**config.mk**
```make
export PLATFORM = sky130hd
export DESIGN_NAME = divider_timer_with_reload
export DESIGN_NICKNAME = d
export VERILOG_FILES = /design/src/sv/dtr_pkg.sv /design/src/sv/dtr_core.sv /design/src/sv/divider_timer_with_reload.sv
export SDC_FILE = /design/constraint.sdc
export NUM_CORES = 1
export LEC_CHECK = 0
export ABC_AREA = 1
export BUFFER_PORTS_ARGS = -buffer_cell sky130_fd_sc_hd__buf_4
export CAP_MARGIN = 30
export CELL_PAD_IN_SITES_DETAIL_PLACEMENT = 0
export CELL_PAD_IN_SITES_GLOBAL_PLACEMENT = 1
export CORE_MARGIN = 2
export CORE_UTILIZATION = 37
export CTS_CLUSTER_DIAMETER = 60
export CTS_CLUSTER_SIZE = 25
export DETAILED_ROUTE_END_ITERATION = 10
export GPL_TIMING_DRIVEN = 0
export PLACE_DENSITY = 0.67
export SYNTH_ARGS = -nofsm -noshare
export SYNTH_HDL_FRONTEND = slang
export SYNTH_HIERARCHICAL = 1
export SYNTH_SLANG_ARGS = --single-unit
```
**constraint.sdc**
```tcl
create_clock -name clk -period 2.4 [get_ports clk]
set_input_delay 0.12 -clock clk [delete_from_list [all_inputs] [get_ports clk]]
set_output_delay 0.12 -clock clk [all_outputs]
set_load 0.005 [all_outputs]
```
**src/sv/dtr_pkg.sv**
```systemverilog
`default_nettype none

package dtr_pkg;

    localparam logic [1:0] FUNC_NONE  = 2'd0;
    localparam logic [1:0] FUNC_READ  = 2'd1;
    localparam logic [1:0] FUNC_WRITE = 2'd2;

    localparam logic [1:0] SEL_DIV   = 2'd0;
    localparam logic [1:0] SEL_COUNT = 2'd1;
    localparam logic [1:0] SEL_MOD   = 2'd2;
    localparam logic [1:0] SEL_CTRL  = 2'd3;

    localparam logic [1:0] RATE_256 = 2'd0;
    localparam logic [1:0] RATE_4   = 2'd1;
    localparam logic [1:0] RATE_16  = 2'd2;
    localparam logic [1:0] RATE_64  = 2'd3;

    localparam logic [4:0] CTRL_READ_ONES = 5'b11111;

    typedef struct packed {
        logic [1:0] func;
        logic [1:0] reg_sel;
        logic [7:0] write_data;
    } req_t;

    typedef struct packed {
        logic [7:0] read_data;
        logic       timer_irq;
    } rsp_t;

    function automatic logic rate_level(input logic [15:0] cnt, input logic [1:0] rate);
        logic level;
        begin
            case (rate)
                RATE_256: level = cnt[7];
                RATE_4:   level = cnt[1];
                RATE_16:  level = cnt[3];
                default:  level = cnt[5];
            endcase
            return level;
        end
    endfunction

endpackage

`default_nettype wire

```
**src/sv/dtr_core.sv**
```systemverilog
`default_nettype none

module dtr_core (
    input  wire logic          clk,
    input  wire logic          rst_n,
    input  wire logic          step,
    input  wire dtr_pkg::req_t req,
    output dtr_pkg::rsp_t      rsp
);
    import dtr_pkg::*;

    logic [15:0] cycle_counter_reg, cycle_counter_next;
    logic [7:0]  tick_count_reg, tick_count_next;
    logic [7:0]  reload_value_reg, reload_value_next;
    logic [2:0]  control_reg, control_next;
    logic        prev_clk_reg, prev_clk_next;
    logic        prev_top_reg, prev_top_next;
    logic        pending_reg, pending_next;

    logic        is_write;
    logic        write_count;
    logic        loaded;
    logic [7:0]  tick_loaded;
    logic        gated;
    logic        inc;

    always_comb
    begin
        rsp.read_data = '0;
        if (req.func == FUNC_READ)
        begin
            unique case (req.reg_sel)
                SEL_DIV:   rsp.read_data = cycle_counter_reg[13:6];
                SEL_COUNT: rsp.read_data = tick_count_reg;
                SEL_MOD:   rsp.read_data = reload_value_reg;
                default:   rsp.read_data = {CTRL_READ_ONES, control_reg};
            endcase
        end
        rsp.timer_irq = pending_reg;
    end

    always_comb
    begin
        is_write    = (req.func == FUNC_WRITE);
        write_count = is_write && (req.reg_sel == SEL_COUNT);

        reload_value_next = (is_write && req.reg_sel == SEL_MOD) ? req.write_data
                                                                 : reload_value_reg;
        control_next      = (is_write && req.reg_sel == SEL_CTRL) ? req.write_data[2:0]
                                                                  : control_reg;

        loaded = pending_reg || write_count;
        if (write_count)
            tick_loaded = req.write_data;
        else if (pending_reg)
            tick_loaded = reload_value_next;
        else
            tick_loaded = tick_count_reg;

        cycle_counter_next = (is_write && req.reg_sel == SEL_DIV) ? 16'd0
                                                                  : cycle_counter_reg + 16'd1;

        gated           = rate_level(cycle_counter_next, control_next[1:0]) && control_next[2];
        inc             = prev_clk_reg && !gated && !loaded;
        tick_count_next = tick_loaded + {7'd0, inc};
        prev_clk_next   = gated;

        if (loaded)
        begin
            prev_top_next = 1'b0;
            pending_next  = 1'b0;
        end
        else
        begin
            prev_top_next = tick_count_next[7];
            pending_next  = prev_top_reg && !tick_count_next[7];
        end
    end

    always_ff @(posedge clk or negedge rst_n)
    begin
        if (!rst_n)
        begin
            cycle_counter_reg <= '0;
            tick_count_reg    <= '0;
            reload_value_reg  <= '0;
            control_reg       <= '0;
            prev_clk_reg      <= 1'b0;
            prev_top_reg      <= 1'b0;
            pending_reg       <= 1'b0;
        end
        else if (step)
        begin
            cycle_counter_reg <= cycle_counter_next;
            tick_count_reg    <= tick_count_next;
            reload_value_reg  <= reload_value_next;
            control_reg       <= control_next;
            prev_clk_reg      <= prev_clk_next;
            prev_top_reg      <= prev_top_next;
            pending_reg       <= pending_next;
        end
    end

endmodule

`default_nettype wire

```
**src/sv/divider_timer_with_reload.sv**
```systemverilog
// Divider and timer with overflow reload. Each req transaction is one machine cycle,
// optionally a register read or write (divider, counter, modulo, control); each
// produces exactly one rsp transaction carrying the read byte and the timer interrupt
// pulse. One transaction per clock is sustained: the timer state updates in the
// accepting cycle and the result sits in an output register, so req_ready is high
// whenever that register is empty or being drained in the same cycle.
`default_nettype none

module divider_timer_with_reload (
    input  wire logic          clk,
    input  wire logic          rst_n,
    input  wire logic          req_valid,
    output logic               req_ready,
    input  wire dtr_pkg::req_t req,
    output logic               rsp_valid,
    input  wire logic          rsp_ready,
    output dtr_pkg::rsp_t      rsp
);
    import dtr_pkg::*;

    logic  rsp_valid_reg;
    rsp_t  rsp_reg;
    rsp_t  core_rsp;
    logic  take;

    assign req_ready = !rsp_valid_reg || rsp_ready;
    assign take      = req_valid && req_ready;

    dtr_core u_core (
        .clk   (clk),
        .rst_n (rst_n),
        .step  (take),
        .req   (req),
        .rsp   (core_rsp)
    );

    always_ff @(posedge clk or negedge rst_n)
    begin
        if (!rst_n)
            rsp_valid_reg <= 1'b0;
        else if (req_ready)
            rsp_valid_reg <= req_valid;
    end

    always_ff @(posedge clk)
    begin
        if (take)
            rsp_reg <= core_rsp;
    end

    assign rsp_valid = rsp_valid_reg;
    assign rsp       = rsp_reg;

endmodule

`default_nettype wire
```
### Yosys cells after proc, flatten, opt, wreduce, memory -nomap -nowiden

Cells that the tools add are included.

| word-level totals | value |
|---|---|
| bits of input ports | 16 |
| output and inout bits | 11 |
| ROM bits | 0 |
| bits in writable memories | 0 |
| memories kept | 0 |
| bits in latches | 0 |
| flip-flop bits (word level) | 48 |
| word-level logic and storage cells | 45 |

| operators by class | value |
|---|---|
| div/mod/pow operators | 0 |
| $mul | 0 |
| shift-type cells | 0 |
| add/subtract/negate cells | 2 |
| order comparisons | 0 |
| eq/ne operators | 7 |
| reduce and logical (&&, ||, !) cells | 17 |
| bitwise operators | 0 |
| multiplexer cells | 9 |

Operators with widths:

| kind | number |
|---|---|
| two-way mux 8 bit | 3 |
| one-hot mux 8 bit (3 select lines) | 1 |
| adder 16 x 1 -> 16 bit (second input constant) | 1 |
| two-way mux 16 bit | 1 |
| logical AND 1 bit | 9 |
| adder 8 x 1 -> 8 bit | 1 |
| equality test 2 bit (second input constant) | 4 |
| equality test 2 x 1 -> 1 bit (second input constant) | 3 |
| logical NOT 1 bit | 4 |
| logical NOT 2 bit | 2 |
| two-way mux 3 bit | 1 |
| one-hot mux 1 bit (3 select lines) | 1 |
| logical OR 1 bit | 2 |
| two-way mux 1 bit | 2 |

### Logic depth before layout (Yosys ltp)

| depth | value |
|---|---|
| word-level depth | 13 |
| depth in mapped cells | 18 |
| mapped depth without buffers | 18 |

### Hierarchy

Netlist, hierarchy kept.

Modules (own cells, without submodules):

| module | times used | seq. area each (um2) | area an instance (um2) | cells each |
|---|---|---|---|---|
| dtr_core | 1 | 900.9 | 2517.4 | 356 |
| divider_timer_with_reload | 1 | 295.3 | 315.3 | 15 |

### Worst setup path before layout

Ideal clock, no wire load.

| path | value |
|---|---|
| kind | register to register |
| start point | reg u_core.cycle_counter_reg[2] |
| end point | reg u_core.tick_count_reg[4] |
| clock period less this slack | 2.066 ns |
| buffers on the path | 0 |
| arrival time | 1.940 ns |
| cell stages (with the launch flop) | 18 |
| required time | 2.274 ns |
| library setup time | 0.126 ns |
| slack | 0.334 ns |
| cells stage by stage | dfrtp_1 > nand2_1 > inv_1 > nand4_1 > nor2_1 > nand2_1 > nand2_1 > nand3_1 > o21bai_1 > nand3_1 > nand3_1 > inv_1 > ha_1 > ha_1 > inv_1 > o21bai_1 > nand3_1 > o21ai_0 |

| between the ends | value |
|---|---|
| longest elaborated chain between the ends | 8 |

Ends and longest elaborated chain:

| element | RTL line | RTL |
|---|---|---|
| from (decl) | dtr_core.sv:12 | `logic [15:0] cycle_counter_reg, cycle_counter_next;` |
| from (signal assigned) | dtr_core.sv:94 | `cycle_counter_reg <= cycle_counter_next;` |
| adder 16 x 1 -> 16 bit | dtr_core.sv:61 | `: cycle_counter_reg + 16'd1;` |
| two-way mux 16 bit | dtr_core.sv:60 | `cycle_counter_next = (is_write && req.reg_sel == SEL_DIV) ? 16'd0` |
| one-hot mux 1 bit (3 select lines) | dtr_pkg.sv:35 | `case (rate)` |
| logical AND 1 bit | dtr_core.sv:63 | `gated = rate_level(cycle_counter_next, control_next[1:0]) && control_next[2];` |
| logical NOT 1 bit | dtr_core.sv:64 | `inc = prev_clk_reg && !gated && !loaded;` |
| logical AND 1 bit (2 in a row) | dtr_core.sv:64 |  |
| adder 8 x 1 -> 8 bit | dtr_core.sv:65 | `tick_count_next = tick_loaded + {7'd0, inc};` |
| to (signal assigned) | dtr_core.sv:95 | `tick_count_reg <= tick_count_next;` |
| to (decl) | dtr_core.sv:13 | `logic [7:0] tick_count_reg, tick_count_next;` |

No other way between the ends.
A chain may end at the register's enable or synchronous reset.

### Worst setup path after layout

| path | value |
|---|---|
| start point | reg u_core.cycle_counter_reg[1] |
| end point | reg u_core.pending_reg |

| between the ends | value |
|---|---|
| longest elaborated chain between the ends | 11 |

Ends and longest elaborated chain:

| element | RTL line | RTL |
|---|---|---|
| adder 16 x 1 -> 16 bit | dtr_core.sv:61 |  |
| two-way mux 16 bit | dtr_core.sv:60 |  |
| one-hot mux 1 bit (3 select lines) | dtr_pkg.sv:35 |  |
| logical AND 1 bit | dtr_core.sv:63 |  |
| logical NOT 1 bit | dtr_core.sv:64 |  |
| logical AND 1 bit (2 in a row) | dtr_core.sv:64 |  |
| adder 8 x 1 -> 8 bit | dtr_core.sv:65 |  |
| logical NOT 1 bit | dtr_core.sv:76 | `pending_next = prev_top_reg && !tick_count_next[7];` |
| logical AND 1 bit | dtr_core.sv:76 |  |
| two-way mux 1 bit | dtr_core.sv:68 | `if (loaded)` |
| to (signal assigned) | dtr_core.sv:100 | `pending_reg <= pending_next;` |
| to (decl) | dtr_core.sv:18 | `logic pending_reg, pending_next;` |

No other way between the ends.

==> flow_metrics.tcl <==
set metrics [dict create \
    setup_slack_ns 0.1921 \
    ctsRootBufferMaster "clkbuf_8" \
    via_per_inst 5.014 \
    cp_top_family "simple AND/OR/NAND/NOR gates" \
    grt_first_pass_wirelength_mm 12.32 \
    die_w_um 91.50 \
    dp_hpwl_mm 5.646 \
    n_antenna_cell 0 \
    r2r-start "u_core/cycle_counter_reg[1]" \
    path_max_fanout 6 \
    drive_gt1_share_pct 20.44 \
    path_cells "ha_1 -> a21boi_0 -> a21oi_1 -> o21ai_1 -> nand3_2 -> nand3_1 -> inv_1 -> ha_4 -> nand2_2 -> nor2_4 -> nand2_2 -> nand2_1 -> nand3_1 -> o21ai_1" \
    cpPeakStageDelay_ns 0.43 \
    fin_crit_ns 2.208 \
    cp_slowest_cell "dfrtp_1" \
    grt_max_degree 38 \
    rr_endpoint "u_core/pending_reg" \
    intPower_mw 1.551 \
    numPortBuffers 24 \
    final_common_cell "nand2_1" \
    synth-async-reset-ratio_pct 80.43 \
    hold_end "rsp_valid" \
    clock-sinks 46 \
    cts_tree "built" \
    utilization_pct 45.23 \
    grt_pass1_vias 2394 \
    synth_edf_count 9 \
    gp_congestion 0.8240 \
    area_delta_synth_final_pct 17.05 \
    hold_path_class "input port to flop" \
    start_kind "flop" \
    core.rowCount 31 \
    synth.yosys.seq_area_share_pct 42.23 \
    die_h_um 91.50 \
    reg2reg_slack_ns 0.19 \
    pre_cts_ws_ns -0.1634 \
    hold_depth 3 \
    reg2reg_depth 14 \
    synth_area_um2 2833 \
    cp.buffers_inverters 1 \
    crit_arrival_ns 2.44 \
    fillers 796 \
    combPwrFrac_pct 39.1 \
    setup.worst_path.end_class "flop" \
    antenna_left 0 \
    p_leak_nw 1.575 \
    ir_worst_vdd_mv 0.3209 \
    clock_path_buffers 2 \
    drc_errors 0 \
    start_util_pct 38.64 \
    max_cap_viol_count 0 \
    fin_worst_skew_ns 0.005287 \
    cts_buffers 5 \
    p_sw_mw 1.022 \
    setup_viol 0 \
    first_iter_violations 106 \
    setup_tns_ns 0 \
    mostFrequentLayoutCells "95 x nand2_1, 50 x inv_1, 37 x dfrtp_1, 28 x buf_4, 28 x o21ai_0" \
    worstPathRequired_ns 2.63 \
    grt_usage_pct 18.89 \
    final_hold_viol_count 0 \
    first_pass_iters 4 \
    grt_antenna_before_repair 0 \
    min-delay-start "req_valid" \
    period_share_pct 92.00 \
    htreeDepth 2 \
    clk_pin_slew_ns 0.09 \
    yosysUniqueCellTypes 39 \
    final_max_slew_viol_count 0 \
    largest_reg_flops 14 \
    switching_share_pct 39.71 \
    clk_latency_ns 0.30 \
    fin_nets 424 \
    status "complete, no violations" \
    p_clk_share_pct 18.6 \
    max_slew_margin_pct 60.97 \
    syn-instance-count 371 \
    syn_avg_cell_area_um2 7.635 \
    max_freq_mhz 452.9 \
    dieArea_um2 8372 \
    yosysWarnings 6 \
    wl_mm 7.517 \
    worst-slew-pin-transition_ns 0.5855 \
    vias 2532 \
    hold-worst-slack_ns 0.02401 \
    power.share.sequential_pct 42.3 \
    ios 27 \
    wl_per_cell_um 14.89 \
    critPathKind "flop to flop" \
    ys_ff_latch 46 \
    overflow 0 \
    syn_nets 390 \
    powerDensity_nw_per_um2 776.1 \
    yosys_most_used_dff "dfrtp_1" \
    coreArea_um2 7331 \
]
[repair_timing]
item / in CTS / in global routing
endpoints found under the setup margin: 12 / 9
setup buffers: 1 / 1
pin swaps: 2 / 4
hold endpoints to repair: 37 / 0
hold buffers: 1 / 0
resized for setup: 3 / 12
[through the flow]
step	power (mW)	instance area, µm²	instances
2_1_floorplan	1.771	2833	371
3_3_place_gp	2.024	3137	494
3_5_place_dp	2.035	3144	495
4_1_cts	2.537	3249	504
5_1_grt	2.792	3316	505
6_report	2.573	3316	505
[final cells by class]
type                    count  area, µm²  share of cell area [%]
repair buffers             28      212.7                   6.415
plain buffers               8      52.55                   1.585
flip-flops and latches     46       1196                   36.08
clock buffers               5      68.82                   2.075
inverters                  58      229.0                   6.906
multi-input cells         258       1416                   42.72
well taps                  99      123.9                   3.736
clock inverters             3      16.27                  0.4906
[per-layer routing]
metal  global-route usage (%)  vias to the layer above  share of wire [%]
met1                    27.81                     1197                 51
met5                        0                        -                  0
met4                    3.914                        0               0.92
li1                         -                     1274                  -
met2                    29.35                       53                 45
met3                    2.905                        8                3.5
[synthesized netlist by cell type, types with 5 or more instances]
master	instances	area share (%)
nand2_1	95	13
inv_1	52	6.9
dfrtp_1	37	33
nand3_1	29	5.1
o21ai_0	29	5.1
nor2_1	25	3.3
nand2_2	14	3.1
a21oi_1	9	1.6
edfxtp_1	9	9.5
nor2_4	8	3.2
a31oi_1	5	1.1
nand4_1	5	1.1
nor3_1	5	0.88
o21ai_1	5	0.88
[power by group through the flow]
stage          Combinational (mW)  Clock, mW  Sequential (mW)
3_5_place_dp                0.929          0             1.11
6_report                     1.01      0.479             1.09
3_3_place_gp                0.922          0             1.10
5_1_grt                      1.15      0.526             1.11
2_1_floorplan               0.700          0             1.07
4_1_cts                     0.952      0.500             1.09
[kinds of logic after synthesis]
logic type / Yosys count / share of synthesized area [%]
compound gates: 65 / 13.34
fa+ha+maj: 3 / 1.325
buf+inv: 67 / 9.894
simple gates: 187 / 32.29
xor+xnor: 3 / 0.9277
flops: 46 / 42.23
[worst register-to-register path, cell delays in order, from the launching register on]
cell and delay (ns):
dfrtp_1 0.43, ha_1 0.29, a21boi_0 0.14, a21oi_1 0.14, o21ai_1 0.11, nand3_2 0.09
nand3_1 0.06, inv_1 0.10, ha_4 0.17, nand2_2 0.08, nor2_4 0.21, nand2_2 0.10
nand2_1 0.07, nand3_1 0.07, o21ai_1 0.07
[how the worst max path moves through the flow]
stage / startpoint / to / slack [ns] / depth (start not counted)
CTS: u_core/cycle_counter_reg[3] / u_core/tick_count_reg[4] / 0.01 / 17
finish: u_core/cycle_counter_reg[1] / u_core/pending_reg / 0.19 / 14
global route: u_core/cycle_counter_reg[3] / u_core/tick_count_reg[4] / -0.008 / 17
global placement: rsp_valid / u_core/cycle_counter_reg[0] / -0.34 / 4
floorplan: u_core/cycle_counter_reg[2] / u_core/tick_count_reg[4] / 0.33 / 17
detailed placement: rsp_valid / u_core/cycle_counter_reg[0] / -0.16 / 5
Power figures use the tool's default switching activity.
